<file path="src/hdl/ole_pkg.sv">
`timescale 1ns / 1ps
`default_nettype none
// ----------------------------------------------------------------------------
// Ordered list engine package
// Widths, operation and status codes, and the command and status bundles
// that join the controller to the datapath.
// ----------------------------------------------------------------------------
package ole_pkg;

	localparam int CAPACITY   = 16;
	localparam int DATA_WIDTH = 32;
	localparam int ADDR_W     = $clog2(CAPACITY);
	localparam int CNT_W      = $clog2(CAPACITY + 1);
	localparam int FUNC_W     = 4;
	localparam int POS_W      = 5;
	localparam int STATUS_W   = 3;
	localparam int CMP_W      = ((POS_W > CNT_W) ? POS_W : CNT_W) + 1;

	typedef logic [ADDR_W-1:0]            addr_t;
	typedef logic [CNT_W-1:0]             cnt_t;
	typedef logic [POS_W-1:0]             pos_t;
	typedef logic [CMP_W-1:0]             cmp_t;
	typedef logic [FUNC_W-1:0]            func_t;
	typedef logic [STATUS_W-1:0]          status_t;
	typedef logic signed [DATA_WIDTH-1:0] data_t;

	localparam func_t FN_INS_POS   = 4'd0;
	localparam func_t FN_DEL_POS   = 4'd1;
	localparam func_t FN_DEL_KEY   = 4'd2;
	localparam func_t FN_REVERSE   = 4'd3;
	localparam func_t FN_INS_FRONT = 4'd4;
	localparam func_t FN_INS_REAR  = 4'd5;
	localparam func_t FN_DEL_FRONT = 4'd6;
	localparam func_t FN_DEL_REAR  = 4'd7;
	localparam func_t FN_READ      = 4'd8;

	localparam status_t ST_OK     = 3'd0;
	localparam status_t ST_EMPTY  = 3'd1;
	localparam status_t ST_BADPOS = 3'd2;
	localparam status_t ST_NOKEY  = 3'd3;
	localparam status_t ST_FULL   = 3'd4;

	typedef enum logic [2:0] {
		CUR_HOLD, CUR_ZERO, CUR_COUNT, CUR_POS, CUR_LAST, CUR_INC, CUR_DEC
	} cur_sel_t;

	typedef enum logic [2:0] {
		TGT_HOLD, TGT_POS, TGT_ZERO, TGT_COUNT, TGT_LAST, TGT_DEC
	} tgt_sel_t;

	typedef enum logic [2:0] {
		RA_CUR, RA_CUR_M1, RA_CUR_P1, RA_TGT, RA_POS
	} rd_sel_t;

	typedef enum logic {
		WA_CUR, WA_TGT
	} wa_sel_t;

	typedef enum logic [1:0] {
		WD_RAM, WD_VALUE, WD_TMP
	} wd_sel_t;

	typedef struct packed {
		logic     req_load;
		cur_sel_t cur_sel;
		tgt_sel_t tgt_sel;
		logic     rd_en;
		rd_sel_t  rd_sel;
		logic     wr_en;
		wa_sel_t  wa_sel;
		wd_sel_t  wd_sel;
		logic     tmp_load;
		logic     rdv_load;
		logic     cnt_inc;
		logic     cnt_dec;
		logic     stat_load;
		status_t  stat_code;
		logic     out_load;
	} cmd_t;

	typedef struct packed {
		func_t func;
		logic  cnt_zero;
		logic  cnt_full;
		logic  ins_pos_bad;
		logic  pos_bad;
		logic  cur_gt_tgt;
		logic  cur_p1_lt_cnt;
		logic  cur_lt_cnt;
		logic  cur_lt_tgt;
		logic  key_match;
		logic  out_busy;
	} sts_t;

endpackage
`default_nettype wire

</file>
<file path="src/hdl/ordered_list_engine_top.sv">
`timescale 1ns / 1ps
`default_nettype none
// ----------------------------------------------------------------------------
// Ordered list engine
// Keeps an ordered list of signed values with a count and serves insert,
// delete, key delete, reverse and read requests, one result per request.
// ----------------------------------------------------------------------------
// One request is handled at a time, and every entry move goes through the
// entry store, one access per cycle. A request that fails its checks, or a
// function code that does nothing, goes from decode straight to the result.
// A read captures the entry at the given position. An insert shifts each
// entry at or above the insert index up by one place and writes the value;
// a delete shifts each later entry down by one; a key delete scans from the
// front for a match and then shifts down as a delete does; a reverse swaps
// entries in pairs from both ends inward. The store needs no clearing after
// reset. A new request is taken once the previous one has placed its result
// in the output register, even while that result still waits to be taken.
module ordered_list_engine_top (
	input  logic             clk,
	input  logic             arst_n,
	input  logic             in_valid,
	output logic             in_stall,
	input  ole_pkg::func_t   func,
	input  ole_pkg::pos_t    position,
	input  ole_pkg::data_t   value,
	output logic             out_valid,
	input  logic             out_stall,
	output ole_pkg::status_t status,
	output ole_pkg::cnt_t    entry_count,
	output ole_pkg::data_t   read_value
);

	ole_pkg::cmd_t cmd;
	ole_pkg::sts_t sts;

	ole_ctrl u_ctrl (
		.clk      (clk),
		.arst_n   (arst_n),
		.in_valid (in_valid),
		.in_stall (in_stall),
		.cmd      (cmd),
		.sts      (sts)
	);

	ole_datapath u_datapath (
		.clk         (clk),
		.arst_n      (arst_n),
		.func        (func),
		.position    (position),
		.value       (value),
		.cmd         (cmd),
		.sts         (sts),
		.out_valid   (out_valid),
		.out_stall   (out_stall),
		.status      (status),
		.entry_count (entry_count),
		.read_value  (read_value)
	);

endmodule
`default_nettype wire

</file>
<file path="src/hdl/ole_ram.sv">
`timescale 1ns / 1ps
`default_nettype none
// ----------------------------------------------------------------------------
// Generic RAM
// One write port and one read port with a registered, enabled read.
// ----------------------------------------------------------------------------
module ole_ram #(
	parameter int WIDTH = 32,
	parameter int DEPTH = 16
) (
	input  logic                     clk,
	input  logic                     we,
	input  logic [$clog2(DEPTH)-1:0] waddr,
	input  logic [WIDTH-1:0]         wdata,
	input  logic                     re,
	input  logic [$clog2(DEPTH)-1:0] raddr,
	output logic [WIDTH-1:0]         rdata
);

	logic [WIDTH-1:0] mem_q [DEPTH];

	always_ff @(posedge clk) begin
		if (we) begin
			mem_q[waddr] <= wdata;
		end
		if (re) begin
			rdata <= mem_q[raddr];
		end
	end

endmodule
`default_nettype wire

</file>
<file path="src/hdl/ole_datapath.sv">
`timescale 1ns / 1ps
`default_nettype none
// ----------------------------------------------------------------------------
// Ordered list engine datapath
// Holds the request, the entry count, the cursor and target pointers, the
// entry store and the result register, and acts on controller commands.
// ----------------------------------------------------------------------------
module ole_datapath (
	input  logic                  clk,
	input  logic                  arst_n,
	input  ole_pkg::func_t        func,
	input  ole_pkg::pos_t         position,
	input  ole_pkg::data_t        value,
	input  ole_pkg::cmd_t         cmd,
	output ole_pkg::sts_t         sts,
	output logic                  out_valid,
	input  logic                  out_stall,
	output ole_pkg::status_t      status,
	output ole_pkg::cnt_t         entry_count,
	output ole_pkg::data_t        read_value
);

	ole_pkg::func_t   func_q;
	ole_pkg::pos_t    pos_q;
	ole_pkg::data_t   value_q;
	ole_pkg::cnt_t    cur_q;
	ole_pkg::cnt_t    tgt_q;
	ole_pkg::cnt_t    cnt_q;
	ole_pkg::data_t   tmp_q;
	ole_pkg::data_t   rdv_q;
	ole_pkg::status_t stat_q;
	logic             out_valid_q;
	ole_pkg::status_t out_status_q;
	ole_pkg::cnt_t    out_count_q;
	ole_pkg::data_t   out_rdv_q;

	ole_pkg::pos_t    pos_idx;
	ole_pkg::cnt_t    cnt_last;
	ole_pkg::cnt_t    wr_ptr;
	ole_pkg::addr_t   raddr;
	ole_pkg::data_t   wdata;
	logic [ole_pkg::DATA_WIDTH-1:0] ram_rdata;
	ole_pkg::data_t   rdata;

	assign pos_idx  = (pos_q == '0) ? '0 : pos_q - ole_pkg::pos_t'(1);
	assign cnt_last = cnt_q - ole_pkg::cnt_t'(1);
	assign rdata    = ole_pkg::data_t'(ram_rdata);

	always_comb begin
		unique case (cmd.rd_sel)
			ole_pkg::RA_CUR:    raddr = ole_pkg::addr_t'(cur_q);
			ole_pkg::RA_CUR_M1: raddr = ole_pkg::addr_t'(cur_q - ole_pkg::cnt_t'(1));
			ole_pkg::RA_CUR_P1: raddr = ole_pkg::addr_t'(cur_q + ole_pkg::cnt_t'(1));
			ole_pkg::RA_TGT:    raddr = ole_pkg::addr_t'(tgt_q);
			ole_pkg::RA_POS:    raddr = ole_pkg::addr_t'(pos_idx);
			default:            raddr = ole_pkg::addr_t'(cur_q);
		endcase
	end

	assign wr_ptr = (cmd.wa_sel == ole_pkg::WA_TGT) ? tgt_q : cur_q;

	always_comb begin
		unique case (cmd.wd_sel)
			ole_pkg::WD_RAM:   wdata = rdata;
			ole_pkg::WD_VALUE: wdata = value_q;
			ole_pkg::WD_TMP:   wdata = tmp_q;
			default:           wdata = rdata;
		endcase
	end

	ole_ram #(
		.WIDTH (ole_pkg::DATA_WIDTH),
		.DEPTH (ole_pkg::CAPACITY)
	) u_store (
		.clk   (clk),
		.we    (cmd.wr_en),
		.waddr (ole_pkg::addr_t'(wr_ptr)),
		.wdata (wdata),
		.re    (cmd.rd_en),
		.raddr (raddr),
		.rdata (ram_rdata)
	);

	always_ff @(posedge clk or negedge arst_n) begin
		if (!arst_n) begin
			cnt_q       <= '0;
			out_valid_q <= 1'b0;
		end else begin
			if (cmd.cnt_inc) begin
				cnt_q <= cnt_q + ole_pkg::cnt_t'(1);
			end else if (cmd.cnt_dec) begin
				cnt_q <= cnt_last;
			end
			if (cmd.out_load) begin
				out_valid_q <= 1'b1;
			end else if (!out_stall) begin
				out_valid_q <= 1'b0;
			end
		end
	end

	always_ff @(posedge clk) begin
		if (cmd.req_load) begin
			func_q  <= func;
			pos_q   <= position;
			value_q <= value;
			rdv_q   <= '0;
		end else if (cmd.rdv_load) begin
			rdv_q <= rdata;
		end
		unique case (cmd.cur_sel)
			ole_pkg::CUR_HOLD:  cur_q <= cur_q;
			ole_pkg::CUR_ZERO:  cur_q <= '0;
			ole_pkg::CUR_COUNT: cur_q <= cnt_q;
			ole_pkg::CUR_POS:   cur_q <= ole_pkg::cnt_t'(pos_idx);
			ole_pkg::CUR_LAST:  cur_q <= cnt_last;
			ole_pkg::CUR_INC:   cur_q <= cur_q + ole_pkg::cnt_t'(1);
			ole_pkg::CUR_DEC:   cur_q <= cur_q - ole_pkg::cnt_t'(1);
			default:            cur_q <= cur_q;
		endcase
		unique case (cmd.tgt_sel)
			ole_pkg::TGT_HOLD:  tgt_q <= tgt_q;
			ole_pkg::TGT_POS:   tgt_q <= ole_pkg::cnt_t'(pos_idx);
			ole_pkg::TGT_ZERO:  tgt_q <= '0;
			ole_pkg::TGT_COUNT: tgt_q <= cnt_q;
			ole_pkg::TGT_LAST:  tgt_q <= cnt_last;
			ole_pkg::TGT_DEC:   tgt_q <= tgt_q - ole_pkg::cnt_t'(1);
			default:            tgt_q <= tgt_q;
		endcase
		if (cmd.tmp_load) begin
			tmp_q <= rdata;
		end
		if (cmd.stat_load) begin
			stat_q <= cmd.stat_code;
		end
		if (cmd.out_load) begin
			out_status_q <= stat_q;
			out_count_q  <= cnt_q;
			out_rdv_q    <= rdv_q;
		end
	end

	always_comb begin
		sts.func          = func_q;
		sts.cnt_zero      = (cnt_q == '0);
		sts.cnt_full      = (cnt_q >= ole_pkg::cnt_t'(ole_pkg::CAPACITY));
		sts.ins_pos_bad   = ole_pkg::cmp_t'(pos_q) > (ole_pkg::cmp_t'(cnt_q) + ole_pkg::cmp_t'(1));
		sts.pos_bad       = ole_pkg::cmp_t'(pos_q) > ole_pkg::cmp_t'(cnt_q);
		sts.cur_gt_tgt    = (cur_q > tgt_q);
		sts.cur_p1_lt_cnt = (ole_pkg::cmp_t'(cur_q) + ole_pkg::cmp_t'(1)) < ole_pkg::cmp_t'(cnt_q);
		sts.cur_lt_cnt    = (cur_q < cnt_q);
		sts.cur_lt_tgt    = (cur_q < tgt_q);
		sts.key_match     = (rdata == value_q);
		sts.out_busy      = out_valid_q && out_stall;
	end

	assign out_valid   = out_valid_q;
	assign status      = out_status_q;
	assign entry_count = out_count_q;
	assign read_value  = out_rdv_q;

`ifndef SYNTHESIS
	a_cnt_range: assert property (@(posedge clk) disable iff (!arst_n)
		cnt_q <= ole_pkg::cnt_t'(ole_pkg::CAPACITY))
		else $error("Entry count exceeds the capacity.");

	a_cnt_inc_room: assert property (@(posedge clk) disable iff (!arst_n)
		cmd.cnt_inc |-> (cnt_q < ole_pkg::cnt_t'(ole_pkg::CAPACITY)) && !cmd.cnt_dec)
		else $error("Entry count incremented on a full list.");

	a_cnt_dec_room: assert property (@(posedge clk) disable iff (!arst_n)
		cmd.cnt_dec |-> (cnt_q != '0))
		else $error("Entry count decremented on an empty list.");

	a_wr_inside: assert property (@(posedge clk) disable iff (!arst_n)
		cmd.wr_en |-> (wr_ptr < ole_pkg::cnt_t'(ole_pkg::CAPACITY)) && (wr_ptr <= cnt_q))
		else $error("Store write outside the occupied range.");

	a_no_overwrite: assert property (@(posedge clk) disable iff (!arst_n)
		cmd.out_load |-> !(out_valid_q && out_stall))
		else $error("Pending result overwritten.");
`endif

endmodule
`default_nettype wire

</file>
<file path="src/hdl/ole_ctrl.sv">
`timescale 1ns / 1ps
`default_nettype none
// ----------------------------------------------------------------------------
// Ordered list engine controller
// Decodes each request and sequences the shift, search, swap and read
// steps of the datapath, one store access per cycle.
// ----------------------------------------------------------------------------
module ole_ctrl (
	input  logic          clk,
	input  logic          arst_n,
	input  logic          in_valid,
	output logic          in_stall,
	output ole_pkg::cmd_t cmd,
	input  ole_pkg::sts_t sts
);

	typedef enum logic [13:0] {
		S_IDLE     = 14'b00000000000001,
		S_DECODE   = 14'b00000000000010,
		S_INS_CHK  = 14'b00000000000100,
		S_INS_MOVE = 14'b00000000001000,
		S_REM_CHK  = 14'b00000000010000,
		S_REM_MOVE = 14'b00000000100000,
		S_KEY_RD   = 14'b00000001000000,
		S_KEY_CMP  = 14'b00000010000000,
		S_REV_CHK  = 14'b00000100000000,
		S_REV_RDB  = 14'b00001000000000,
		S_REV_WRA  = 14'b00010000000000,
		S_REV_WRB  = 14'b00100000000000,
		S_RD_CAP   = 14'b01000000000000,
		S_DONE     = 14'b10000000000000
	} state_t;

	state_t state_q;
	state_t state_d;

	assign in_stall = (state_q != S_IDLE);

	always_ff @(posedge clk or negedge arst_n) begin
		if (!arst_n) begin
			state_q <= S_IDLE;
		end else begin
			state_q <= state_d;
		end
	end

	always_comb begin
		cmd     = '0;
		state_d = state_q;
		unique case (state_q)
			S_IDLE: begin
				if (in_valid) begin
					cmd.req_load = 1'b1;
					state_d      = S_DECODE;
				end
			end
			S_DECODE: begin
				cmd.stat_load = 1'b1;
				cmd.stat_code = ole_pkg::ST_OK;
				state_d       = S_DONE;
				unique case (sts.func)
					ole_pkg::FN_INS_POS: begin
						if (sts.ins_pos_bad) begin
							cmd.stat_code = ole_pkg::ST_BADPOS;
						end else if (sts.cnt_full) begin
							cmd.stat_code = ole_pkg::ST_FULL;
						end else begin
							cmd.cur_sel = ole_pkg::CUR_COUNT;
							cmd.tgt_sel = ole_pkg::TGT_POS;
							state_d     = S_INS_CHK;
						end
					end
					ole_pkg::FN_INS_FRONT: begin
						if (sts.cnt_full) begin
							cmd.stat_code = ole_pkg::ST_FULL;
						end else begin
							cmd.cur_sel = ole_pkg::CUR_COUNT;
							cmd.tgt_sel = ole_pkg::TGT_ZERO;
							state_d     = S_INS_CHK;
						end
					end
					ole_pkg::FN_INS_REAR: begin
						if (sts.cnt_full) begin
							cmd.stat_code = ole_pkg::ST_FULL;
						end else begin
							cmd.cur_sel = ole_pkg::CUR_COUNT;
							cmd.tgt_sel = ole_pkg::TGT_COUNT;
							state_d     = S_INS_CHK;
						end
					end
					ole_pkg::FN_DEL_POS: begin
						if (sts.cnt_zero) begin
							cmd.stat_code = ole_pkg::ST_EMPTY;
						end else if (sts.pos_bad) begin
							cmd.stat_code = ole_pkg::ST_BADPOS;
						end else begin
							cmd.cur_sel = ole_pkg::CUR_POS;
							state_d     = S_REM_CHK;
						end
					end
					ole_pkg::FN_DEL_KEY: begin
						if (sts.cnt_zero) begin
							cmd.stat_code = ole_pkg::ST_EMPTY;
						end else begin
							cmd.cur_sel = ole_pkg::CUR_ZERO;
							state_d     = S_KEY_RD;
						end
					end
					ole_pkg::FN_REVERSE: begin
						if (sts.cnt_zero) begin
							cmd.stat_code = ole_pkg::ST_EMPTY;
						end else begin
							cmd.cur_sel = ole_pkg::CUR_ZERO;
							cmd.tgt_sel = ole_pkg::TGT_LAST;
							state_d     = S_REV_CHK;
						end
					end
					ole_pkg::FN_DEL_FRONT: begin
						if (sts.cnt_zero) begin
							cmd.stat_code = ole_pkg::ST_EMPTY;
						end else begin
							cmd.cur_sel = ole_pkg::CUR_ZERO;
							state_d     = S_REM_CHK;
						end
					end
					ole_pkg::FN_DEL_REAR: begin
						if (sts.cnt_zero) begin
							cmd.stat_code = ole_pkg::ST_EMPTY;
						end else begin
							cmd.cur_sel = ole_pkg::CUR_LAST;
							state_d     = S_REM_CHK;
						end
					end
					ole_pkg::FN_READ: begin
						if (sts.cnt_zero) begin
							cmd.stat_code = ole_pkg::ST_EMPTY;
						end else if (sts.pos_bad) begin
							cmd.stat_code = ole_pkg::ST_BADPOS;
						end else begin
							cmd.rd_en  = 1'b1;
							cmd.rd_sel = ole_pkg::RA_POS;
							state_d    = S_RD_CAP;
						end
					end
					default: begin
						state_d = S_DONE;
					end
				endcase
			end
			S_INS_CHK: begin
				if (sts.cur_gt_tgt) begin
					cmd.rd_en  = 1'b1;
					cmd.rd_sel = ole_pkg::RA_CUR_M1;
					state_d    = S_INS_MOVE;
				end else begin
					cmd.wr_en   = 1'b1;
					cmd.wa_sel  = ole_pkg::WA_CUR;
					cmd.wd_sel  = ole_pkg::WD_VALUE;
					cmd.cnt_inc = 1'b1;
					state_d     = S_DONE;
				end
			end
			S_INS_MOVE: begin
				cmd.wr_en   = 1'b1;
				cmd.wa_sel  = ole_pkg::WA_CUR;
				cmd.wd_sel  = ole_pkg::WD_RAM;
				cmd.cur_sel = ole_pkg::CUR_DEC;
				state_d     = S_INS_CHK;
			end
			S_REM_CHK: begin
				if (sts.cur_p1_lt_cnt) begin
					cmd.rd_en  = 1'b1;
					cmd.rd_sel = ole_pkg::RA_CUR_P1;
					state_d    = S_REM_MOVE;
				end else begin
					cmd.cnt_dec = 1'b1;
					state_d     = S_DONE;
				end
			end
			S_REM_MOVE: begin
				cmd.wr_en   = 1'b1;
				cmd.wa_sel  = ole_pkg::WA_CUR;
				cmd.wd_sel  = ole_pkg::WD_RAM;
				cmd.cur_sel = ole_pkg::CUR_INC;
				state_d     = S_REM_CHK;
			end
			S_KEY_RD: begin
				if (sts.cur_lt_cnt) begin
					cmd.rd_en  = 1'b1;
					cmd.rd_sel = ole_pkg::RA_CUR;
					state_d    = S_KEY_CMP;
				end else begin
					cmd.stat_load = 1'b1;
					cmd.stat_code = ole_pkg::ST_NOKEY;
					state_d       = S_DONE;
				end
			end
			S_KEY_CMP: begin
				if (sts.key_match) begin
					state_d = S_REM_CHK;
				end else begin
					cmd.cur_sel = ole_pkg::CUR_INC;
					state_d     = S_KEY_RD;
				end
			end
			S_REV_CHK: begin
				if (sts.cur_lt_tgt) begin
					cmd.rd_en  = 1'b1;
					cmd.rd_sel = ole_pkg::RA_CUR;
					state_d    = S_REV_RDB;
				end else begin
					state_d = S_DONE;
				end
			end
			S_REV_RDB: begin
				cmd.tmp_load = 1'b1;
				cmd.rd_en    = 1'b1;
				cmd.rd_sel   = ole_pkg::RA_TGT;
				state_d      = S_REV_WRA;
			end
			S_REV_WRA: begin
				cmd.wr_en  = 1'b1;
				cmd.wa_sel = ole_pkg::WA_CUR;
				cmd.wd_sel = ole_pkg::WD_RAM;
				state_d    = S_REV_WRB;
			end
			S_REV_WRB: begin
				cmd.wr_en   = 1'b1;
				cmd.wa_sel  = ole_pkg::WA_TGT;
				cmd.wd_sel  = ole_pkg::WD_TMP;
				cmd.cur_sel = ole_pkg::CUR_INC;
				cmd.tgt_sel = ole_pkg::TGT_DEC;
				state_d     = S_REV_CHK;
			end
			S_RD_CAP: begin
				cmd.rdv_load = 1'b1;
				state_d      = S_DONE;
			end
			S_DONE: begin
				if (!sts.out_busy) begin
					cmd.out_load = 1'b1;
					state_d      = S_IDLE;
				end
			end
			default: begin
				state_d = S_IDLE;
			end
		endcase
	end

endmodule
`default_nettype wire
</file>
<file path="config.mk">
export PLATFORM = sky130hd
export DESIGN_NAME = ordered_list_engine_top
export DESIGN_NICKNAME = d
export VERILOG_FILES = /design/src/hdl/ole_pkg.sv /design/src/hdl/ordered_list_engine_top.sv /design/src/hdl/ole_ram.sv /design/src/hdl/ole_datapath.sv /design/src/hdl/ole_ctrl.sv
export SDC_FILE = /design/constraint.sdc
export NUM_CORES = 1
export LEC_CHECK = 0
export ABC_CLOCK_PERIOD_IN_PS = 8100
export BUFFER_PORTS_ARGS = -buffer_cell sky130_fd_sc_hd__buf_2
export CORE_MARGIN = 2
export CORE_UTILIZATION = 40
export CTS_CLUSTER_SIZE = 25
export DETAILED_ROUTE_END_ITERATION = 10
export PLACE_DENSITY = 0.57
export SETUP_SLACK_MARGIN = 0.02
export SLEW_MARGIN = 5
export SYNTH_ARGS = -nofsm -noshare
export SYNTH_HDL_FRONTEND = slang
export SYNTH_HIERARCHICAL = 1
export SYNTH_SLANG_ARGS = --single-unit
</file>
<file path="constraint.sdc">
create_clock -name clk -period 8.1 [get_ports clk]
set_input_delay 0.405 -clock clk [delete_from_list [all_inputs] [get_ports clk]]
set_output_delay 0.405 -clock clk [all_outputs]
set_load 0.05 [all_outputs]
</file>
* After elaboration in Yosys (flattened, before gate mapping)
Memories as Yosys holds them, arrays and structs flattened. A register that Yosys moved wholly into a read port is not among the register bits.
Index checks and enable logic that the tools add are counted.
** Word-level totals
- Bits in registers :: 178
- Bits in writable memories :: 512
- Bits of input ports :: 45
- Word-level logic and storage cells :: 161
- Memories kept :: 1
** Memory list
- u_datapath.u_store.mem_q :: words 16, width 32, rd ports 1, clocked after Yosys merged registers in 1, write ports 1, line ole_ram.sv:20 : logic [WIDTH-1:0] mem_q [DEPTH];
** Cells by class
- Add/subtract/negate cells :: 8
- $lt $le $gt $ge :: 7
- Equality and inequality tests :: 44
- Mux-type cells :: 72
- Reductions and logical operators :: 15
** Operators with widths (count)
- $mux 14 :: 15
- $pmux 14 s14 :: 1
- $pmux 14 s7 :: 1
- $pmux 32 s2 :: 1
- $mux 4 :: 11
- $pmux 3 s4 :: 3
- $eq 32x32->1 :: 1
- $mux 5 :: 6
- $pmux 5 s6 :: 1
- $pmux 5 s5 :: 1
- $pmux 4 s6 :: 1
- $pmux 3 s7 :: 1
- $sub 5x1->5 const B :: 4
- $eq 3x2->1 const B :: 6
- $eq 3x3->1 const B :: 6
- $mux 3 :: 6
- $eq 4x3->1 const B :: 4
- $mux 1 :: 16
- $pmux 4 s4 :: 1
- $eq 14x1->1 const B :: 1
- $eq 14x10->1 const B :: 1
- $eq 14x11->1 const B :: 1
- $eq 14x12->1 const B :: 1
- $eq 14x13->1 const B :: 1
- other kinds (41) :: 55

* Longest topological paths before layout
Gate-level depths: netlist of the first run.
- Depth in word-level cells :: 7
- Depth in mapped cells :: 20

* Modules after synthesis
The synthesis of the first run kept the hierarchy.
** By module, submodules not included
- ole_ram :: times used 1, cells each 838, area an instance 20155.6 um^2, seq. area each 16335.7 um^2
- ole_datapath :: times used 1, cells each 658, area an instance 7780.0 um^2, seq. area each 4574.4 um^2
- ole_ctrl :: times used 1, cells each 171, area an instance 1393.8 um^2, seq. area each 351.6 um^2

* Worst setup path after synthesis of the first run
Ideal clock, no wire load.
- Path type :: register -> register
- From :: register u_ctrl.state_q[1]
- To :: register u_datapath.out_count_q[0], in the netlist u_datapath/entry_count[0] (enable)
- Data arrival time :: 5.306 ns
- Slack :: 2.255 ns
- Cell stages (with the launch flop) :: 6
- Cells stage by stage :: dfrtp_1 > or4_2 > clkbuf_1 > nor2_1 > nand2_1 > nor4_1
** RTL lines
- start: declaration :: line ole_ctrl.sv:34 : state_t state_q;
- start signal: assignment :: line ole_ctrl.sv:43 : state_q <= state_d;
- end signal: assignment :: line ole_datapath.sv:138 : out_count_q <= cnt_q;
- end: declaration :: line ole_datapath.sv:34 : ole_pkg::cnt_t out_count_q;

==> impl_results.md, run 1 <==
- First-pass GRT wire length: between 100000 and 150000 um
- WP data required: approximately 8500 ps
- Worst EP arrival: 6100 ps
- Final setup vio count: 0
- Share of power burned in combinational logic: under 10%
- Row count: 99
- Cts hold-fix bufs: 36
- Pins over their slew limit: 0
- Relative slew slack: ~25%
- Worst path top cell family by delay: compound AO/OA/AOI/OAI gates
- Worst Slack Setup Final: 2350 ps
- Total GRT Usage: about a fifth
- Area delta synth->final: 16.2%
- TritonCTS Buffers: 78
- CTS tree: built
- Die ar.: ~76000 um2
- Grt ovf: 0
- Drt pass-1 iters: 5
- WP buf/inv: 2
- Crit path kind: flop to flop
- Die X: around 270 um
- Switching share of power: a little under a quarter
- Synth top area cells: edfxtp_1, mux4_2, a22oi_1, dfxtp_1, dfrtp_1
- Slowest CP cell: buf_4
- Starting density of the core: 40.3%
- DPL Wire Length: between 40000 and 50000 um
- Crit start category: flop
- Final #Nets: ~1900
- Antenna Cells: 0
- H-tree Lvls: 3
- Hold_ws: about 35 ps
- Syn. warnings: 6
- Yosys reg bits: between 700 and 800
- Synth Instances: ~1700
- DRC Markers: 0
- Slew @ Worst Pin: roughly 1100 ps
- Clock insertion delay at the later pin of the skew report: just over 600 ps
- Cells after DPL: 2689
- Fraction of registers with async set or reset after synthesis: roughly 2.8%
- RSZ-0062 raised after global routing: false
- Final Hold Fails: 0
- CP endpoint kind: flop
- Longest Clk Path Bufs: 3
- Synthesized net count: 1744
- Cell accounting for the most synthesized area: edfxtp_1
- Fmax: about 170 MHz
- Hold WC Path Type: input pin to flop
- Overall power: 8.31 mW
- Fin cells: roughly 2900
- Post-synth EDFFs: 670
- Via density: ~5.6
- Core area: 72800 um2
- Minimum clock period: around 5700 ps
- Routed wire per std cell: roughly 26 um
- PD cells: between 200 and 250 nW/um2
- Clock Skews: 18.8 ps
- Yosys top cell area share: between 60% and 70%
- # resized after CTS: 0
- Total net switching power: slightly below 2 mW
- Peak per-stage delay on the critical path: about 800 ps
- Pleak: ~11 nW
- P_int: between 6 and 7 mW
- Initial DRC Count: between 1500 and 2000
- Setup Buffers After CTS: 0
- Layout cell share with drive strength beyond 1: roughly a quarter
- IO buf count: between 80 and 90
- DP Worst Slack: 2420 ps
- CTS clk-pin slew, worst paths: about 60 ps
- Clock share of power: a little over two fifths
- Largest net degree at the start of global routing: around 130
- Max rail drop VDD: approximately 0.17 mV
- Die height: ~270 um
- Syn avg cell area: 17.6 um2
- Distinct cell type count after synthesis: 81
- Root buf cell: clkbuf_16
- Vias in the first global route: around 16000
- Reg power frac: between 50% and 60%
- Remaining antenna violation count: 0
- Max_cap viols: 0
- Gp weighted congestion: between 0.8 and 0.9
- Critical path, cell by cell: inv_1 -> ha_1 -> o32ai_1 -> a21oi_1 -> nor3b_1 -> and3_2 -> nor3_1 -> a2111o_1 -> a2bb2oi_4 -> buf_4 -> mux4_2 -> a22oi_1 -> nand2_1
- Post-synth top flop: edfxtp_1
- Vias: about 16000
- Post-Syn Area: about 30000 um2
- Sequential fraction of the synthesis area: between 70 and 80%
- Status: complete, no violations
- Final wirelength: around 74000 um
- Clk sinks: between 700 and 800
- Sum Neg Setup Slack: 0 ps
- Tcrit/Tclk final: between 70 and 80%
- # IOs: 87
- Antenna violations before repair: 3
- CP Max Fanout: 44
## sequential cells by signal, indices dropped and copies added, names as in the netlist, 14 cells and up
name,cells
u_datapath/u_store/mem_q,512
u_datapath/read_value,32
u_datapath/tmp_q,32
u_ctrl/state_q,14
u_datapath/rdv_q,32
u_datapath/value_q,32
u_datapath/u_store/rdata,32
## power groups by stage
stage / clock (mW) / combinational [mW] / sequential (mW)
final: 3.47 / 0.611 / 4.23
after global routing: 3.68 / 0.668 / 4.24
after CTS: 3.54 / 0.615 / 4.23
after detailed placement: 0 / 0.598 / 4.31
after global placement: 0 / 0.591 / 4.31
after floorplan: 0 / 0.381 / 4.32
## worst register-to-register path, delay by kind of cell, from the launching register on
| family | cells | cell delay, ps |
|---|---|---|
| AO/OA/AOI/OAI | 5 | 1650 |
| flip-flops | 1 | 590 |
| AND/OR/NAND/NOR | 4 | 1190 |
| buffers and inverters | 2 | 1060 |
| multiplexers | 1 | 670 |
| adder cells (fa/ha/maj) | 1 | 350 |
## path summary, 6_finish.rpt
check	startpoint	end	slack (ps)	depth (start not counted)
hold reg to reg	u_datapath/stat_q[2]$_DFFE_PP_	u_datapath/status[2]$_DFFE_PP_	420	0
max in group asynchronous	arst_n	u_ctrl/state_q[0]$_DFFE_PN1P_	7430	2
setup / recovery	u_datapath/cnt_q[0]$_DFFE_PN0P_	u_datapath/u_store/rdata[6]$_DFFE_PP_	2350	13
min in group asynchronous	arst_n	u_datapath/cnt_q[0]$_DFFE_PN0P_	310	2
setup reg to reg	u_datapath/cnt_q[0]$_DFFE_PN0P_	u_datapath/u_store/rdata[6]$_DFFE_PP_	2350	13
hold / removal	value[18]	u_datapath/value_q[18]$_DFFE_PP_	40	1
## cell usage after synthesis (6+ instances only)
cell / count
edfxtp_1: 670
mux4_2: 128
a22oi_1: 100
nand2_1: 100
nor2_1: 80
o21ai_0: 55
clkbuf_1: 42
mux2i_1: 40
xor2_1: 37
dfxtp_1: 32
ha_1: 32
inv_1: 31
a21oi_1: 29
buf_2: 20
dfrtp_1: 19
nor3_1: 19
nor4_1: 18
xnor2_1: 18
nand2b_1: 16
nand3_1: 14
nor2b_1: 14
buf_4: 12
buf_1: 10
a211oi_1: 9
a31oi_1: 8
and3_1: 6
nand3b_1: 6
## cell type report
class,count,area (um2)
Clock buffer,101,2110
Fill cell,6163,38700
Clock inverter,41,380
Inverter,31,116
Multi-Input combinational cell,824,7700
Sequential cell,722,21300
Tap cell,959,1200
Timing Repair Buffer,189,1320
## layer usage
metal,vias up,GRT usage [%],part of all wire [%]
met5,-,0,0
met4,0,5.50,2.1
met3,90,3.16,7.3
met2,626,31.8,48
met1,8314,27.5,42
li1,7041,-,-
## cell usage in the layout, fill, tap and decap left out, drive strengths merged, types with 8 or more instances in the layout
| master | Yosys | final |
|---|---|---|
| and3 | 9 | 9 |
| buf | 47 | 153 |
| clkbuf | 43 | 101 |
| xor2 | 37 | 37 |
| dlygate4sd3 | 0 | 36 |
| inv | 31 | 34 |
| nand2b | 16 | 16 |
| nand3 | 15 | 15 |
| nor4 | 21 | 21 |
| nor2 | 80 | 80 |
| edfxtp | 670 | 670 |
| ha | 32 | 32 |
| nor3 | 20 | 20 |
| dfxtp | 32 | 32 |
| mux4 | 128 | 128 |
| xnor2 | 18 | 18 |
| a22oi | 100 | 100 |
| dfrtp | 19 | 19 |
| a31oi | 8 | 8 |
| nand2 | 100 | 100 |
| clkinv | 0 | 29 |
| mux2i | 40 | 40 |
| o21ai | 57 | 57 |
| a211oi | 9 | 9 |
| nor2b | 14 | 14 |
| a21oi | 30 | 30 |
## metrics by stage
step           util [%]  area (um2)
2_1_floorplan         -       29300
3_3_place_gp       42.9       31200
3_5_place_dp       42.9       31200
4_1_cts            46.8       34100
5_1_grt            46.8       34100
6_report           46.8       34100
## logic make-up after synthesis
| kind of cell | synth area share, % |
|---|---|
| muxes | 11.3 |
| buffers and inverters | 1.92 |
| AOI/OAI and AO/OA | 5.76 |
| adders and majority gates | 1.40 |
| xor gates and xnor gates | 1.64 |
| DFF | 72.5 |
| and+or+nand+nor | 5.52 |
Power figures use the tool's default switching activity.
==> run 2: changes to the inputs <==
- ABC_AREA: not set -> 1
- ABC_CLOCK_PERIOD_IN_PS: 8100 -> 5000
- PLACE_DENSITY: 0.57 -> 0.59
- clock period: 8.1 -> 5 ns (I/O delays scaled with it)
==> impl_results.md, run 2 <==
- Largest net degree at the start of global routing: 103 (-20%)
- Initial DRC Count: 1700 (+3.3%)
- PD cells: 368 nW/um2 (+51%)
- Vias: 21900 (+36%)
- Crit path kind: flop to flop
- Most used cell, CP: nand3_1
- Distinct cell type count after synthesis: 43 (-47%)
- Post-synth EDFFs: 670 (unchanged)
- CTS tree: built
- Top reg by flops: u_datapath/u_store/mem_q
- Hold WC Path Type: input pin to flop
- H-tree Lvls: 3 (unchanged)
- Die height: 288 um (+4.8%)
- Syn avg cell area: 10.2 um2 (-42%)
- Starting density of the core: 40.2% (about the same)
- Final wirelength: 82000 um (+11%)
- CP endpoint kind: flop
- Yosys reg bits: 722 (unchanged)
- Sum Neg Setup Slack: 0 ps (unchanged)
- Yosys top cell area share: 62.4% (-6.2 points)
- CTS clk-pin slew, worst paths: 60 ps (about the same)
- Instance count on the critical path: 20 (+7)
- Final #Nets: 3406 (+77%)
- Post-synth top cells: nand2_1, edfxtp_1, inv_1, nand3_1, nor2_1
- Fmax: 221 MHz (+27%)
- Slowest CP cell: edfxtp_1
- Area delta synth->final: 15.1%
- Slew @ Worst Pin: 1270 ps (+156 ps)
- RSZ-0062 raised after global routing: false
- First-pass GRT wire length: 124000 um (+16%)
- Worst path top cell family by delay: simple AND/OR/NAND/NOR gates
- CP Max Fanout: 38 (-14%)
- WP buf/inv: 5 (+3)
- Core area: 80200 um2 (+10%)
- Cell accounting for the most synthesized area: edfxtp_1
- Crit start category: flop
- Clock insertion delay at the later pin of the skew report: 630 ps (about the same)
- Status: complete, no violations
- Syn. warnings: 6 (unchanged)
- Minimum clock period: 4530 ps (-1220 ps)
- Most frequent cells in the layout: nand2_1, edfxtp_1, inv_1
- DRC Markers: 0 (unchanged)
- Gp weighted congestion: 0.869 (+2.2%)
- Row count: 104 (+5.1%)
- TritonCTS Buffers: 75 (-3.8%)
- Synth top area cells: edfxtp_1, nand2_1, nand3_1, inv_1, dfxtp_1
- Grt ovf: 0 (unchanged)
- DP Worst Slack: 494 ps (-1920 ps)
- Overall power: 13.7 mW (+64%)
- Die X: 288 um (+4.8%)
- WP data required: 5370 ps (-3080 ps)
- Pleak: 15.6 nW (+41%)
- Root buf cell: clkbuf_16
- Remaining antenna violation count: 0 (unchanged)
- Commonest non-fill, non-tap cell in the layout: nand2_1
- DPL Wire Length: 46900 um (+9.5%)
- # IOs: 87 (unchanged)
- Vias in the first global route: 20800 (+30%)
- Max reg flops: 512 (unchanged)
- Worst Slack Setup Final: 473 ps (-1880 ps)
- Final Hold Fails: 0 (unchanged)
- Max rail drop VDD: 0.235 mV (+35%)
- Clock Skews: 22.5 ps (+3.62 ps)
- Post-synth top flop: edfxtp_1
- Final setup vio count: 0 (unchanged)
- Total GRT Usage: 19.8% (+0.18 points)
- Antenna violations before repair: 1 (-2)
- Layout cell share with drive strength beyond 1: 9.89% (-14 points)
- Cell area after layout: 37100 um2 (+8.9%)
- Die ar.: 82900 um2 (+9.8%)
- R2R depth: 20 (+7)
- Synthesized net count: 3245 (+86%)
- Most common cell in the netlist: nand2_1
- Sequential fraction of the synthesis area: 65.9% (-6.6 points)
- Post-Syn Area: 32300 um2 (+10%)
- IO buf count: 86 (unchanged)
- Hold path depth: 4 (+3)
- Max_cap viols: 0 (unchanged)
- Relative slew slack: 15.6% (-9.6 points)
- Drt pass-1 iters: 8 (+3)
- Peak per-stage delay on the critical path: 500 ps (-280 ps)
- Clk sinks: 722 (unchanged)
- Tcrit/Tclk final: 90.6% (+20 points)
- Critical path, cell by cell: inv_1 -> ha_1 -> ha_1 -> a21oi_1 -> nor3_1 -> nor2_1 -> nand3_1 -> nand2_1 -> inv_1 -> nand3_1 -> inv_1 -> nand3_1 -> nand4_1 -> inv_6 -> buf_4 -> nand2_1 -> nand3_1 -> nand3_1 -> nand3_1 -> nand2_1
- Routed wire per std cell: 18.4 um (-28%)
- Longest Clk Path Bufs: 3 (unchanged)
- Worst EP arrival: 4900 ps (-1200 ps)
- Via density: 4.93 (-12%)
- Synth Instances: 3168 (+90%)
- Final core utilization: 46.3% (-0.48 points)
- Placed Area: 34300 um2 (+9.8%)
- Fraction of registers with async set or reset after synthesis: 2.77% (unchanged)
- Pins over their slew limit: 0 (unchanged)
-- run 2: final timing paths --
path                                                startpoint                                      to  slack (ps)
worst max-delay path             u_datapath/cur_q[0]$_DFFE_PP_  u_datapath/u_store/rdata[17]$_DFFE_PP_         470
worst min-delay path                                 out_stall        u_datapath/out_valid$_DFFE_PN0P_          30
worst max register to register   u_datapath/cur_q[0]$_DFFE_PP_  u_datapath/u_store/rdata[17]$_DFFE_PP_         470
worst min register to register  u_datapath/stat_q[1]$_DFFE_PP_          u_datapath/status[1]$_DFFE_PP_         410
max in group asynchronous                               arst_n           u_ctrl/state_q[0]$_DFFE_PN1P_        4470
min in group asynchronous                               arst_n         u_datapath/cnt_q[2]$_DFFE_PN0P_         160
-- run 2: metrics by stage --
step	cells	hold WS, ps
after floorplan	3168	-45.6
after global placement	4269	244
after detailed placement	4269	251
after CTS	4448	0.110
after global routing	4448	54.4
final	4449	26.5
-- run 2: area by class of cell --
| type | count | area (um2) |
|---|---|---|
| antenna | 1 | 2.50 |
| clock buffer | 103 | 2070 |
| clock inverter | 33 | 333 |
| fill | 7390 | 43000 |
| inverter | 539 | 2030 |
| multi-input combinational | 1774 | 8290 |
| sequential | 722 | 21300 |
| tap | 1060 | 1330 |
| timing repair buffer | 217 | 1810 |
-- run 2: report_power, final --
group	internal (mW)	leakage [nW]	total (mW)	switching [mW]
combinational	0.341	7.85	1.20	0.857
sequential	6.82	6.59	6.98	0.167
clock	3.14	1.16	5.48	2.34
-- run 2: routing by layer --
layer / GRT usage, % / up-vias / share of wire [%]
met2: 32.5 / 680 / 46
met5: 0 / - / 0
li1: - / 10700 / -
met1: 27.3 / 10400 / 45
met4: 6.22 / 0 / 2.1
met3: 2.54 / 104 / 6.7
-- run 2: worst register-to-register path, cell delays in order, from the launching register on --
cell and delay [ps]:
edfxtp_1 500, inv_1 310, ha_1 350, ha_1 300
a21oi_1 170, nor3_1 70, nor2_1 180, nand3_1 160
nand2_1 140, inv_1 70, nand3_1 110, inv_1 110
nand3_1 120, nand4_1 370, inv_6 480, buf_4 380
nand2_1 100, nand3_1 80, nand3_1 110, nand3_1 110
nand2_1 60
-- run 2: what timing repair did --
item,in CTS,in global routing
buffers inserted,0,0
hold buffers,43,0
endpoints found under the hold margin,63,0
resized for setup,0,1
endpoints found under the setup margin,0,3
-- run 2: cells by family (layout without fill, tap and decap cells) --
group	Yosys count	count (layout)	share of synthesized area, %
adders and majority gates	32	32	1.24
muxes	1	1	0.0310
DFF	722	722	65.9
other	0	1	0
and+or+nand+nor	1566	1566	20.4
AOI/OAI and AO/OA	161	161	3.15
xor gates and xnor gates	14	14	0.380
buffers and inverters	672	892	8.87
==> run 3: changes to the inputs <==
- CTS_BUF_LIST: not set -> sky130_fd_sc_hd__clkbuf_4
==> impl_results.md, run 3 (synthesis gave the netlist of run 2 again) <==
- CTS tree: built
- Drt pass-1 iters: 5 (-3)
- Die height: 288 um (unchanged)
- Overall power: 13.1 mW (-4.1%)
- Final setup vio count: 0 (unchanged)
- Remaining antenna violation count: 0 (unchanged)
- CTS clk-pin slew, worst paths: 70 ps (about the same)
- Final Hold Fails: 0 (unchanged)
- Commonest non-fill, non-tap cell in the layout: nand2_1
- Worst EP arrival: 5260 ps (+360 ps)
- Relative slew slack: 12.8% (-2.8 points)
- Clock insertion delay at the later pin of the skew report: 1050 ps (+420 ps)
- Pleak: 16.0 nW (+2.4%)
- Grt ovf: 0 (unchanged)
- H-tree Lvls: 4 (+1)
- Slew @ Worst Pin: 1310 ps (+41.6 ps)
- Area delta synth->final: 16.1%
- Worst Slack Setup Final: 510 ps (+37.0 ps)
- DP Worst Slack: 494 ps (unchanged)
- Die ar.: 82900 um2 (unchanged)
- Die X: 288 um (unchanged)
- Fmax: 223 MHz (+0.83%)
- TritonCTS Buffers: 178 (+140%)
- Starting density of the core: 40.2% (unchanged)
- # IOs: 87 (unchanged)
- Minimum clock period: 4490 ps (-37.0 ps)
- Crit path kind: flop to flop
- PD cells: 350 nW/um2 (-4.9%)
- RSZ-0062 raised after global routing: false
- CP Max Fanout: 62 (+63%)
- CP endpoint kind: flop
- Hold WC Path Type: input pin to flop
- Layout cell share with drive strength beyond 1: 14.0% (+4.1 points)
- Core area: 80200 um2 (unchanged)
- Clk sinks: 722 (unchanged)
- IO buf count: 86 (unchanged)
- Hold_ws: 170 ps (+143 ps)
- Hold path depth: 5 (+1)
- Final #Nets: 3554 (+4.3%)
- Clock Skews: 61.9 ps (+39.4 ps)
- Setup Buffers After CTS: 0 (unchanged)
- DPL Wire Length: 46900 um (unchanged)
- Row count: 104 (unchanged)
- Pins over their slew limit: 0 (unchanged)
- Largest net degree at the start of global routing: 103 (unchanged)
- Final wirelength: 83400 um (+1.6%)
- Gp weighted congestion: 0.869 (unchanged)
- First-pass GRT wire length: 127000 um (+2.0%)
- Total GRT Usage: 20.2% (+0.46 points)
- Sum Neg Setup Slack: 0 ps (unchanged)
- Most frequent cells in the layout: nand2_1, edfxtp_1, inv_1
- Root buf cell: clkbuf_4
- Antenna violations before repair: 5 (+4)
- Routed wire per std cell: 17.8 um (-3.5%)
- Max reg flops: 512 (unchanged)
- Max rail drop VDD: 0.171 mV (-27%)
- Crit start category: flop
- Vias in the first global route: 21900 (+5.3%)
- Initial DRC Count: 1755 (+3.2%)
- Tcrit/Tclk final: 89.8% (-0.74 points)
- Vias: 22800 (+4.2%)
- Max_cap viols: 0 (unchanged)
- Final core utilization: 46.7% (+0.41 points)
- Longest Clk Path Bufs: 3 (unchanged)
- Via density: 4.88 (-0.96%)
- Top reg by flops: u_datapath/u_store/mem_q
- DRC Markers: 0 (unchanged)
- Status: complete, no violations
- R2R depth: 21 (+5.0%)
- WP data required: 5760 ps (+390 ps)
## run 3: changes by cell type in the layout (fill, tap and decap cells not counted), sizes merged
| cell | change |
|---|---|
| clkbuf | +148 |
| clkinvlp | -3 |
| dlygate4sd3 | +45 |
| bufinv | -1 |
| inv | +1 |
| clkinv | +40 |
| diode | +4 |
## run 3: path summary, 6_finish.rpt
| check | start | end | slack, ps |
|---|---|---|---|
| max in group asynchronous | arst_n | u_ctrl/state_q[1]$_DFFE_PN0P_ | 3240 |
| min reg2reg | u_datapath/rdv_q[12]$_SDFFE_PP0P_ | u_datapath/read_value[12]$_DFFE_PP_ | 400 |
| max reg2reg | u_datapath/cnt_q[4]$_DFFE_PN0P_ | u_datapath/u_store/rdata[12]$_DFFE_PP_ | 510 |
| min in group asynchronous | arst_n | u_ctrl/state_q[0]$_DFFE_PN1P_ | 370 |
| min | out_stall | u_datapath/out_valid$_DFFE_PN0P_ | 170 |
| max | u_datapath/cnt_q[4]$_DFFE_PN0P_ | u_datapath/u_store/rdata[12]$_DFFE_PP_ | 510 |
## run 3: power by group
group          internal, mW  total [mW]  switching, mW  leakage, nW
clock                  2.49        4.89           2.40         1.35
sequential             6.81        6.98          0.168         6.59
combinational         0.367        1.23          0.867         8.04
total                  9.67        13.1           3.43         16.0
## run 3: layer usage
layer | track usage, % | vias to the layer above | wire length, um
li1 | - | 11100 | -
met1 | 27.0 | 10800 | 37000
met2 | 33.1 | 743 | 39100
met3 | 3.92 | 122 | 5550
met4 | 6.74 | 0 | 1730
met5 | 0 | - | 0
## run 3: critical path, cell delays in order (launching register included)
cell	delay, ps
dfrtp_1	500
inv_1	120
ha_1	300
a21oi_1	140
o21ai_0	90
o21ba_2	240
nor2_1	160
nand4_1	200
nor2_1	340
inv_1	130
nand3_1	140
nand2_1	90
nor2_1	220
nand2_1	80
nand4_1	300
buf_12	330
buf_4	380
nand2_1	100
nand3_1	100
nand3_1	80
nand3_1	90
nand2_1	60
## run 3: cell type report
class,count,area (um2)
Multi-Input combinational cell,1774,8290
Tap cell,1060,1330
Fill cell,7469,42700
Clock buffer,251,1880
Sequential cell,722,21300
Antenna cell,5,12.5
Timing Repair Buffer,262,2260
Inverter,539,2030
Clock inverter,70,394
## run 3: per-stage QoR
| stage | cell area [um2] | std cells |
|---|---|---|
| after floorplan | 32300 | 3168 |
| after detailed placement | 34300 | 4269 |
| after CTS | 37400 | 4678 |
| final | 37500 | 4683 |
| after global routing | 37500 | 4681 |
| after global placement | 34300 | 4269 |
## run 3: what timing repair did
item	CTS	global route
setup endpoints to repair	0	1
resized for setup	0	1
endpoints found under the hold margin	120	0
hold buffers	88	0
